## src/rtl/sfdp_pkg.sv

```systemverilog
// ----------------------------------------------------------------------------
// sfdp_pkg
// shared types and constants of the sensor frame dew point block
// ----------------------------------------------------------------------------
`timescale 1ns / 1ps

package sfdp_pkg;

  localparam int FRAC_BITS_DEF = 16;
  localparam int HUM_W         = 12;
  localparam int TEMP_W        = 12;
  localparam int TMAG_W        = 11;
  localparam int DEW_W         = 12;
  localparam int QUEUE_DEPTH   = 2;

  localparam logic [7:0] SIGN_BIT_MASK = 8'h80;
  localparam logic [7:0] MAG_MASK      = 8'h7f;

  // magnus coefficients in tenths
  localparam int A10_POS = 75;
  localparam int A10_NEG = 76;
  localparam int B10_POS = 2373;
  localparam int B10_NEG = 2407;

  localparam int DEW_LIMIT = 2000;

  localparam logic [63:0] LOG10_2_Q32 = 64'd1292913986;

  typedef struct packed {
    logic                     ok;
    logic                     neg;
    logic                     hum_nz;
    logic [HUM_W-1:0]         hum;
    logic [TMAG_W-1:0]        tmag;
    logic signed [TEMP_W-1:0] temp;
  } frame_t;

endpackage

```

## src/rtl/sfdp_front.sv

```systemverilog
// ----------------------------------------------------------------------------
// sfdp_front
// checksum check and decode of one frame into the queue
// ----------------------------------------------------------------------------
`timescale 1ns / 1ps

module sfdp_front (
  input  logic            in_valid_i,
  input  logic            full_i,
  input  logic [7:0]      humidity_int_i,
  input  logic [7:0]      humidity_frac_i,
  input  logic [7:0]      temp_int_i,
  input  logic [7:0]      temp_frac_i,
  input  logic [7:0]      check_byte_i,
  output logic            push_o,
  output logic            stall_o,
  output sfdp_pkg::frame_t frame_o
);
  import sfdp_pkg::*;

  logic [9:0]        sum_w;
  logic              ok_w;
  logic [HUM_W-1:0]  hum_w;
  logic [7:0]        mag8_w;
  logic [TMAG_W-1:0] tmag_w;
  logic              sign_w;
  logic              neg_w;

  assign sum_w  = 10'(humidity_int_i) + 10'(humidity_frac_i) + 10'(temp_int_i)
                + 10'(temp_frac_i);
  assign ok_w   = (sum_w[7:0] == check_byte_i);
  assign hum_w  = HUM_W'(humidity_int_i) * HUM_W'(10) + HUM_W'(humidity_frac_i);
  assign mag8_w = temp_int_i & MAG_MASK;
  assign tmag_w = TMAG_W'(mag8_w) * TMAG_W'(10) + TMAG_W'(temp_frac_i);
  assign sign_w = ((temp_int_i & SIGN_BIT_MASK) != 8'h00);
  assign neg_w  = sign_w && (tmag_w != '0);

  always_comb begin
    frame_o = '0;
    if (ok_w) begin
      frame_o.ok     = 1'b1;
      frame_o.hum    = hum_w;
      frame_o.hum_nz = (hum_w != '0);
      frame_o.neg    = neg_w;
      frame_o.tmag   = tmag_w;
      frame_o.temp   = neg_w ? -$signed({1'b0, tmag_w}) : $signed({1'b0, tmag_w});
    end
  end

  assign stall_o = full_i;
  assign push_o  = in_valid_i && !full_i;

endmodule

```

## config.mk

```make
export PLATFORM = sky130hd
export DESIGN_NAME = sfdp_front
export DESIGN_NICKNAME = d
export VERILOG_FILES = /design/src/rtl/sfdp_pkg.sv /design/src/rtl/sfdp_front.sv
export SDC_FILE = /design/constraint.sdc
export NUM_CORES = 1
export LEC_CHECK = 0
export CAP_MARGIN = 20
export CORE_ASPECT_RATIO = 0.6
export CORE_MARGIN = 10
export CORE_UTILIZATION = 40
export DETAILED_ROUTE_END_ITERATION = 6
export DONT_BUFFER_PORTS = 1
export PLACE_DENSITY = 0.56
export SLEW_MARGIN = 15
export SYNTH_ARGS = -nofsm -noshare
export SYNTH_HDL_FRONTEND = slang
export SYNTH_SLANG_ARGS = --single-unit
```

## constraint.sdc

```tcl
create_clock -name vclk -period 13.5
set_input_delay 4.05 -clock vclk [all_inputs]
set_output_delay 4.05 -clock vclk [all_outputs]
set_load 0.05 [all_outputs]
```

* After elaboration in Yosys (flattened, before gate mapping) *
Cells that the tools add are included.

operators by class
  equality and inequality tests = 1
  multipliers = 2
  add/subtract/negate cells = 6
  bitwise gates (word level) = 0
  reductions and logical operators = 5
  mux-type cells = 2
  magnitude comparators = 0
  divide/modulo/power cells = 0
  shift-type cells = 0

operators by type and width
  cell                                                count
  two-way mux 38 bit                                  1
  adder 8 bit                                         3
  adder 12 x 8 -> 12 bit                              1
  two-way mux 12 bit                                  1
  negator 11 -> 12 bit                                1
  nonzero test 12 bit                                 1
  adder 11 x 8 -> 11 bit                              1
  multiplier 8 x 3 -> 11 bit (second input constant)  1
  nonzero test 11 bit                                 1
  multiplier 7 x 3 -> 10 bit (second input constant)  1
  == test 8 bit                                       1
  logical AND 1 bit                                   2
  zero test 1 bit                                     1

storage, ports and cells
  memories = 0
  output and inout bits = 40
  bits in writable memories = 0
  bits in read-only memories = 0
  input bits = 42
  register bits after elaboration = 0
  logic and storage cells = 16
  latch bits = 0

* Longest topological paths before layout *
  depth in word-level cells = 6
  gate-level depth with buffers = 16
  mapped depth without buffers = 14

* Least setup slack after synthesis *
OpenSTA, ideal clock, no wires.

  kind = input -> output
  from = in temp_int_i[1]
  to = out frame_o[3] (netlist bit)
  arrival time = 8029 ps
  path buffers = 0
  stages = 14
  setup slack = 1421 ps
  data required time = 9450 ps
  cells stage by stage = ha_1 > ha_1 > inv_1 > fa_1 > xnor2_1 > ha_1 > o21ai_0 > o21bai_1 > and2_1 > mux2_2 > o32a_2 > o31ai_4 > nor3_1 > nor3_1

RTL lines
  what                line              source
  start: declaration  sfdp_front.sv:12  input logic [7:0] temp_int_i,
  end: declaration    sfdp_front.sv:17  output sfdp_pkg::frame_t frame_o

==> flow_summary.yaml <==
layout:
  seqCellArea_um2: 0
  fillers: 642
  n_sequential_cell: 0
  antenna_cells: 0
  drive_above_1_share: 0.0596
  final_nets: 425
  area_growth_pct: 4.26
  clkbuf_count: 0
die:
  num_rows: 22
  pin_count: 82
  fp.dieArea_um2: 10000
  start_util: 0.413
  chipHeight_um: 81.6
  coreArea_um2: 6110
  die_w_um: 123
sta:
  tns_ns: 0
  hold_ws_ns: 8.10
  slew_viol_final: 0
  period_share: 0.936
  setup-violations-final: 0
  hold_viol: 0
  worstMarginPinSlew_ns: 0.947
  max_freq_mhz: 79.1
  min_period_ns: 12.64
  relSlewSlack: 0.367
  rsz0062_at_grt: "false"
critical_path:
  crit_slowest_cell: "inv_1"
  cp_cell_sequence: "fa_1, fa_1, ha_1, inv_1, fa_1, xor2_1, xnor2_1, nor4_1, nand3_1, or3_1, inv_1, o211ai_1, a31oi_1, buf_4"
  cp_common_cell: "fa_1"
  critPathKind: "input pin to primary output"
  arrival_ns: 8.59
  slowest_delay_ns: 0.78
  worstPathRequired_ns: 9.45
  cp.buffers_inverters: 3
  start_kind: "input pin"
  path_max_fanout: 24
  crit_family: "adder cells"
  crit_path_end_kind: "primary output"
global_route:
  grt_pass1_vias: 1990
  overflow: 0
  grtUsageTotal: 0.130
  grt_max_degree: 25
  antenna_found_initial: 0
  grt_pass1_wl_mm: 10.8
detailed_routing:
  viasPerCell: 5.13
  drc: 0
  drtIter0Drc: 93
  vias: 2068
  drtPass1Iterations: 4
  wl_per_cell_um: 16.8
  drt-total-wl_mm: 6.78
  detail-route-antenna-nets: 0
power:
  peakVddDrop_mv: 0.0245
  clock_power_share: 0
  power.internal_mw: 0.0921
  p_leak_nw: 1.19
  switchingPower_mw: 0.121
  swShare: 0.568
  pwr-share-comb: 1.000
  power.density_nw_per_um2: 80.9
  seqPwrFrac: 0
logic_synthesis:
  seq_area_frac_synth: 0
  synth_area_um2: 2530
  syn_inst: 322
  syn_nets: 426
  yosysWarnings: 0
  avgSynthCellArea_um2: 7.85
  synth_cell_type_count: 46
clock_tree:
  post_cts_buffers: 0
  post_cts_resize_count: 0
  holdBufCountCts: 0
place:
  gp_congestion: 0.814
  io_buffers: 0
  dp_hpwl_mm: 6.12
hold_path:
  min_path_type: "input pin to primary output"
outcome:
  status: "complete, no violations"
flow_run:
  max_cap_violations: 0
==> routing by layer <==
layer | track usage | routed length [um] | up-vias
met5 | 0 | 0 | -
met4 | 0.00117 | 0 | 0
met3 | 0.0390 | 728 | 0
met2 | 0.193 | 2620 | 62
met1 | 0.189 | 3430 | 899
li1 | - | - | 1107
==> cell usage after synthesis, types with 2 or more instances <==
library cell / count / area (um^2)
a211oi_1: 2 / 15.0
a21o_1: 7 / 52.6
a21oi_1: 20 / 100
a31oi_1: 4 / 25.0
and2_1: 10 / 62.6
and3_1: 3 / 18.8
buf_4: 4 / 30.0
clkbuf_1: 4 / 15.0
fa_1: 18 / 360
ha_1: 44 / 551
inv_1: 39 / 146
mux2_2: 2 / 22.5
nand2_1: 8 / 30.0
nand3_1: 8 / 40.0
nand3b_1: 3 / 22.5
nor2_1: 34 / 128
nor2b_1: 3 / 18.8
nor3_1: 8 / 40.0
nor4_1: 2 / 12.5
o211ai_1: 3 / 22.5
o21a_1: 3 / 22.5
o21ai_0: 13 / 65.1
o21bai_1: 11 / 82.6
or3_1: 3 / 18.8
or4_1: 2 / 15.0
xnor2_1: 29 / 254
xor2_1: 16 / 140
==> per-stage QoR <==
step           instances  instance area [um^2]  utilization  setup WS (ns)  power (mW)
2_1_floorplan        322                  2530            -           1.42       0.183
3_3_place_gp         403                  2630        0.431          0.974       0.212
3_5_place_dp         403                  2630        0.431          0.840       0.212
4_1_cts              403                  2630        0.431          0.816       0.214
5_1_grt              403                  2630        0.431          0.549       0.241
6_report             403                  2630        0.431          0.858       0.213
==> cells in the final DEF, fill, tap and decap left out, types with 4 or more instances in the layout <==
| master | instances |
|---|---|
| ha_1 | 44 |
| inv_1 | 39 |
| nor2_1 | 33 |
| xnor2_1 | 29 |
| a21oi_1 | 20 |
| fa_1 | 18 |
| xor2_1 | 16 |
| o21ai_0 | 12 |
| o21bai_1 | 11 |
| and2_1 | 10 |
| nand3_1 | 8 |
| nand2_1 | 8 |
| a21o_1 | 7 |
| nor3_1 | 7 |
| buf_4 | 6 |
| a31oi_1 | 4 |
==> power groups by stage <==
stage                     clock network [mW]  registers (mW)  logic [mW]
final                                      0               0       0.213
after global routing                       0               0       0.241
after CTS                                  0               0       0.214
after detailed placement                   0               0       0.212
after global placement                     0               0       0.212
after floorplan                            0               0       0.183
==> cells by family (layout without fill, tap and decap cells) <==
logic type / after synthesis / after routing / synth area share
buf+inv: 48 / 45 / 0.0778
compound gates: 76 / 76 / 0.208
simple gates: 87 / 87 / 0.176
xor+xnor: 47 / 47 / 0.169
mux: 2 / 2 / 0.00891
fa+ha+maj: 62 / 62 / 0.361
==> final timing paths <==
kind,endpoint,from,cells past startpoint,slack (ns)
max,frame_o[9],humidity_int_i[1],14,0.86
min,stall_o,full_i,0,8.10
==> area by class of cell <==
cell class | count | area, um^2 | area share
Multi-Input combinational cell | 274 | 2340 | 0.887
Inverter | 39 | 146 | 0.0556
Tap cell | 84 | 105 | 0.0399
Timing Repair Buffer | 6 | 45.0 | 0.0171
Note: power is estimated with default switching activity, not from simulation.
