**config.mk**
```make
export PLATFORM = sky130hd
export DESIGN_NAME = sfdp_queue
export DESIGN_NICKNAME = d
export VERILOG_FILES = /design/src/rtl/sfdp_pkg.sv /design/src/rtl/sfdp_queue.sv
export SDC_FILE = /design/constraint.sdc
export NUM_CORES = 1
export LEC_CHECK = 0
export ABC_AREA = 1
export BUFFER_PORTS_ARGS = -buffer_cell sky130_fd_sc_hd__buf_2
export CAP_MARGIN = 20
export CORE_ASPECT_RATIO = 0.9
export CORE_UTILIZATION = 45
export CTS_BUF_LIST = sky130_fd_sc_hd__clkbuf_4
export CTS_CLUSTER_SIZE = 8
export DETAILED_ROUTE_END_ITERATION = 7
export PLACE_DENSITY = 0.72
export SYNTH_ARGS = -nofsm -noshare
export SYNTH_HDL_FRONTEND = slang
export SYNTH_SLANG_ARGS = --single-unit
```
**constraint.sdc**
```tcl
create_clock -name clk_i -period 5 [get_ports clk_i]
set_clock_uncertainty 0.2 [all_clocks]
set_input_delay 0.25 -clock clk_i [delete_from_list [all_inputs] [get_ports clk_i]]
set_output_delay 0.25 -clock clk_i [all_outputs]
set_load 0.01 [all_outputs]
```
**src/rtl/sfdp_pkg.sv**
```systemverilog
// ----------------------------------------------------------------------------
// sfdp_pkg
// shared types and constants of the sensor frame dew point block
// ----------------------------------------------------------------------------
`timescale 1ns / 1ps

package sfdp_pkg;

  localparam int FRAC_BITS_DEF = 16;
  localparam int HUM_W         = 12;
  localparam int TEMP_W        = 12;
  localparam int TMAG_W        = 11;
  localparam int DEW_W         = 12;
  localparam int QUEUE_DEPTH   = 2;

  localparam logic [7:0] SIGN_BIT_MASK = 8'h80;
  localparam logic [7:0] MAG_MASK      = 8'h7f;

  // magnus coefficients in tenths
  localparam int A10_POS = 75;
  localparam int A10_NEG = 76;
  localparam int B10_POS = 2373;
  localparam int B10_NEG = 2407;

  localparam int DEW_LIMIT = 2000;

  localparam logic [63:0] LOG10_2_Q32 = 64'd1292913986;

  typedef struct packed {
    logic                     ok;
    logic                     neg;
    logic                     hum_nz;
    logic [HUM_W-1:0]         hum;
    logic [TMAG_W-1:0]        tmag;
    logic signed [TEMP_W-1:0] temp;
  } frame_t;

endpackage

```
**src/rtl/sfdp_queue.sv**
```systemverilog
// ----------------------------------------------------------------------------
// sfdp_queue
// short queue of decoded frames between front and back
// ----------------------------------------------------------------------------
`timescale 1ns / 1ps

module sfdp_queue (
  input  logic             clk_i,
  input  logic             rst_ni,
  input  logic             push_i,
  input  sfdp_pkg::frame_t data_i,
  input  logic             pop_i,
  output logic             full_o,
  output logic             empty_o,
  output sfdp_pkg::frame_t head_o
);
  import sfdp_pkg::*;

  localparam int AW = (QUEUE_DEPTH > 1) ? $clog2(QUEUE_DEPTH) : 1;
  localparam int CW = $clog2(QUEUE_DEPTH + 1);

  frame_t          mem_q [QUEUE_DEPTH];
  logic [AW-1:0]   wr_ptr_q, wr_ptr_d;
  logic [AW-1:0]   rd_ptr_q, rd_ptr_d;
  logic [CW-1:0]   cnt_q, cnt_d;
  logic            do_push, do_pop;

  assign full_o  = (cnt_q == CW'(QUEUE_DEPTH));
  assign empty_o = (cnt_q == '0);
  assign do_push = push_i && !full_o;
  assign do_pop  = pop_i && !empty_o;
  assign head_o  = mem_q[rd_ptr_q];

  always_comb begin
    wr_ptr_d = wr_ptr_q;
    rd_ptr_d = rd_ptr_q;
    cnt_d    = cnt_q;
    if (do_push) begin
      wr_ptr_d = (wr_ptr_q == AW'(QUEUE_DEPTH - 1)) ? '0 : wr_ptr_q + AW'(1);
    end
    if (do_pop) begin
      rd_ptr_d = (rd_ptr_q == AW'(QUEUE_DEPTH - 1)) ? '0 : rd_ptr_q + AW'(1);
    end
    if (do_push && !do_pop) begin
      cnt_d = cnt_q + CW'(1);
    end else if (do_pop && !do_push) begin
      cnt_d = cnt_q - CW'(1);
    end
  end

  always_ff @(posedge clk_i or negedge rst_ni) begin
    if (!rst_ni) begin
      wr_ptr_q <= '0;
      rd_ptr_q <= '0;
      cnt_q    <= '0;
    end else begin
      wr_ptr_q <= wr_ptr_d;
      rd_ptr_q <= rd_ptr_d;
      cnt_q    <= cnt_d;
    end
  end

  always_ff @(posedge clk_i) begin
    if (do_push) begin
      mem_q[wr_ptr_q] <= data_i;
    end
  end

endmodule

```
# --- After elaboration in Yosys (flattened, before gate mapping) ---
# Memory sizes are Yosys's and may differ from the RTL's.
# Index checks and enable logic that the tools add are counted.
# Widths: inputs -> output; s select.
totals:
  register_bits: 4
  latch_bits: 0
  mem_bits_rw: 76
  rom_bits: 0
  input_bits: 42
  out_inout_bits: 40
  word_cells: 25
  memories: 1
classes:
  n_addsub: 4
  n_mul: 0
  div: 0
  order_cmp: 0
  eq_ne: 1
  shift: 0
  n_mux: 6
  bitwise: 0
  reduce_logical: 10
mem_list:
  columns: ["memory", "words", "word_bits", "read_ports", "rd_clocked_by_memory_dff", "write_ports", "line_no", "rtl"]
  rows:
  - ["mem_q", 2, 38, 1, 0, 1, "sfdp_queue.sv:22", "frame_t mem_q [QUEUE_DEPTH];"]
ops:
  columns: ["op", "n"]
  rows:
  - ["$logic_and 1x1->1", 4]
  - ["$logic_not 1->1", 4]
  - ["$mux 1", 4]
  - ["$mux 2", 2]
  - ["$add 1x1->1 const B", 2]
  - ["$add 2x1->2 const B", 1]
  - ["$eq 2x2->1 const B", 1]
  - ["$logic_not 2->1", 1]
  - ["$reduce_bool 2->1", 1]
  - ["$sub 2x1->2 const B", 1]

# --- Depth between registers and ports, before layout ---
logic_depth:
  word_depth: 7
  mapped_depth: 9
  mapped_depth_nobuf: 9

# --- Worst setup path after synthesis ---
# No wires, ideal clock.
synth_path:
  path_type: "flip-flop to flip-flop"
  start: "reg cnt_q[1]"
  end: "mem mem_q[1][0] (netlist bit) (enable)"
  setup_ns: 0.433
  arrival_time_ns: 2.170
  required_time_ns: 4.367
  setup_slack_ns: 2.196
  path_stages_with_launch: 4
  period_less_slack_ns: 2.804
  cell_sequence: "dfrtp_1 -> inv_1 -> o21ai_0 -> nor2_1"
synth_via:
  elab_chain_len: 5
synth_lines:
  columns: ["item", "line_no", "rtl"]
  rows:
  - ["from (decl)", "sfdp_queue.sv:25", "logic [CW-1:0] cnt_q, cnt_d;"]
  - ["from (signal assigned)", "sfdp_queue.sv:59", "cnt_q <= cnt_d;"]
  - ["$eq 2x2->1", "sfdp_queue.sv:28", "assign full_o = (cnt_q == CW'(QUEUE_DEPTH));"]
  - ["$logic_not 1->1", "sfdp_queue.sv:30", "assign do_push = push_i && !full_o;"]
  - ["$logic_and 1x1->1", "sfdp_queue.sv:30", null]
  - ["$mux 1", "sfdp_queue.sv:64", "if (do_push) begin"]
  - ["$mux 1 (not written as such)", "sfdp_queue.sv:65", "mem_q[wr_ptr_q] <= data_i;"]
  - ["to (decl)", "sfdp_queue.sv:22", null]
# Every way passes these cells.

==> metrics.txt <==
Setup CP Type reg2out; post-route antenna net violation count 0; HP Start push_i; RSZ-0062 raised after global routing no; CP top delay family buffers and inverters; drt drc 0; total wire length about 5700 µm; Skew-Pair Late Insertion Delay 0.40 ns; sum of negative setup slack 0 ns; Slew Viols, Final 0; Max Fclk around 0.41 GHz; Worst-Margin Slew between 0.8 and 0.9 ns; die height 79.3 µm; core area approximately 6200 µm²; Ant. Diodes 0; pre-CTS setup slack ~2.8 ns; Synthesis Warnings 0; most used cell, CP nand2_1; tightest slew margin relative to the limit 45.1%; CTS HTree Levels 3; P per Cell Area slightly above 500 nW/µm²; Syn-to-layout area delta 35.5%; router iterations before antenna repair 4; Leakage 1.77 nW; slowest stage cell, crit path inv_2; cts repair resizes 0; status completed; RR Startpoint cnt_q[1]$_DFFE_PN0P_; Post-Layout Cell Count about 450; slowest stage delay, CP approximately 0.56 ns; initial core utilization 47.8%; Cells after DPL around 390; num rows 27; Num CTS Buffers 9; Iter 0 DRT Violations between 90 and 100; Total GRT Usage 17.4%; CTS tree yes; PnR worst setup slack roughly 2.6 ns; number of global-route vias before repair between 1,500 and 2,000; worst hold-check path type in2reg; Max Cap Viol 0; port bufs about 80; Tmin final 2.42 ns; Post-Syn Instances between 200 and 250; die area approximately 7000 µm²; placed cell area 3470 µm²; DP Wirelength 3140 µm; Finish-stage setup viols 0; Hold Vio Cnt, Final 0; crit start category flip-flop; worst-path cell chain buf_4 -> inv_2 -> nand2_1 -> nand2_1 -> buf_2; vias post-DR about 2,000; WP buf/inv 3; Netlist cell types 14; Yosys reg bits 80; worst vdd ir approximately 310 µV; num ports a little over 80; Max clock buf depth 2; Post-Syn Area 2990 µm²; Final period util approximately half; layout cells sized above 1 27.4%; initial antenna violation count 0; Avg Vias per Cell ~4.5; syn nets around 270; largest net degree at the start of global routing slightly above 40; Seq/Total Area, Yosys between 70% and 80%; Die X just under 90 µm; final instance area ~4000 µm²; total power between 2 and 2.5 mW; Max FO, Critical Path 40; post-CTS setup repair buffer count 0; clock root cell clkbuf_4; Routability Congestion slightly below 0.8; Req. time, crit path approximately 4.6 ns; CTS hold repair buffers 41; fin nets 400; CP startpoint rd_ptr_q$_DFFE_PN0P_; crit path capture type output port; Sink Count 80; Worst-path clk slew approximately 0.12 ns; crit path DAT ~2.0 ns; syn_area_per_cell between 10 and 15 µm²; Fill cells 476; WL per Instance 12.7 µm; first-pass GRT wire length around 8600 µm; total congestion overflow 0
## registers in the layout, summed over array words and instances (netlist names)
| register | flops |
|---|---|
| wr_ptr_q | 1 |
| cnt_q | 2 |
| rd_ptr_q | 1 |
| mem_q | 76 |
## synthesized netlist by cell type (all sizes together)
| cell type | count | area (µm²) |
|---|---|---|
| nand3b | 1 | 7.51 |
| nand2 | 123 | 462 |
| nand3 | 1 | 5.00 |
| ha | 1 | 12.5 |
| xnor2 | 1 | 8.76 |
| buf | 8 | 47.5 |
| nor2 | 4 | 15.0 |
| o21ai | 2 | 10.0 |
| nand4 | 1 | 6.26 |
| inv | 8 | 30.0 |
| dfrtp | 4 | 100 |
| edfxtp | 76 | 2280 |
## metrics by stage
step	hold slack (ns)	utilization, %
floorplan	-0.246	-
global placement	-0.143	55.5
detailed placement	-0.140	55.5
CTS	0.00529	64.4
global route	0.0484	64.7
finish	0.0220	64.7
## metal layers
layer	global-route usage, %	wire length [µm]	vias to the layer above
li1	-	-	1021
met1	19.1	2430	908
met2	30.8	2810	82
met4	10.3	130	0
met5	0	0	-
met3	3.74	305	12
## report_power, final
group	internal [mW]	total, mW	switching [mW]
sequential	0.914	0.957	0.0426
combinational	0.255	0.723	0.468
clock	0.202	0.405	0.203
total	1.37	2.09	0.714
## layout by cell type (no fill, tap or decap), drive strengths merged
cell type	count
clkinv	3
edfxtp	76
o21ai	2
nand3	1
clkbuf	10
nor2	4
bufinv	2
nand2	123
nand3b	1
dlygate4sd3	41
ha	1
inv	8
dfrtp	4
nand4	1
buf	83
xnor2	1
## final cells by class
class | count | area (µm²) | area share, %
clock buffer | 10 | 75.1 | 1.86
clock inverter | 5 | 72.6 | 1.79
inverter | 8 | 30.0 | 0.742
multi-input combinational | 134 | 534 | 13.2
timing repair buffer | 124 | 843 | 20.8
tap | 87 | 109 | 2.69
sequential | 80 | 2380 | 58.9
## worst min-delay path, cell delays in order
cell	delay, ns
buf_2	0.10
inv_1	0.04
nor2_1	0.05
nand2_1	0.08
nand2_1	0.07
## path summary, 6_finish.rpt
kind | slack [ns] | to | cells past startpoint
worst min-delay path | 0.02 | wr_ptr_q$_DFFE_PN0P_ | 5
worst max register to register | 2.98 | mem_q[0][13]$_DFFE_PP_ | 5
max in group asynchronous | 3.91 | wr_ptr_q$_DFFE_PN0P_ | 3
min in group asynchronous | 0.52 | rd_ptr_q$_DFFE_PN0P_ | 3
worst max-delay path | 2.58 | head_o[37] | 5
worst min register to register | 0.32 | wr_ptr_q$_DFFE_PN0P_ | 2
## kinds of logic after synthesis
family,count (synthesis),synth area share (%)
AO/OA/AOI/OAI,2,0.335
XOR/XNOR,1,0.293
adder cells (fa/ha/maj),1,0.419
buffers and inverters,16,2.60
flip-flops,80,79.8
AND/OR/NAND/NOR,130,16.6
No activity file was read; power rests on OpenSTA's default activity.
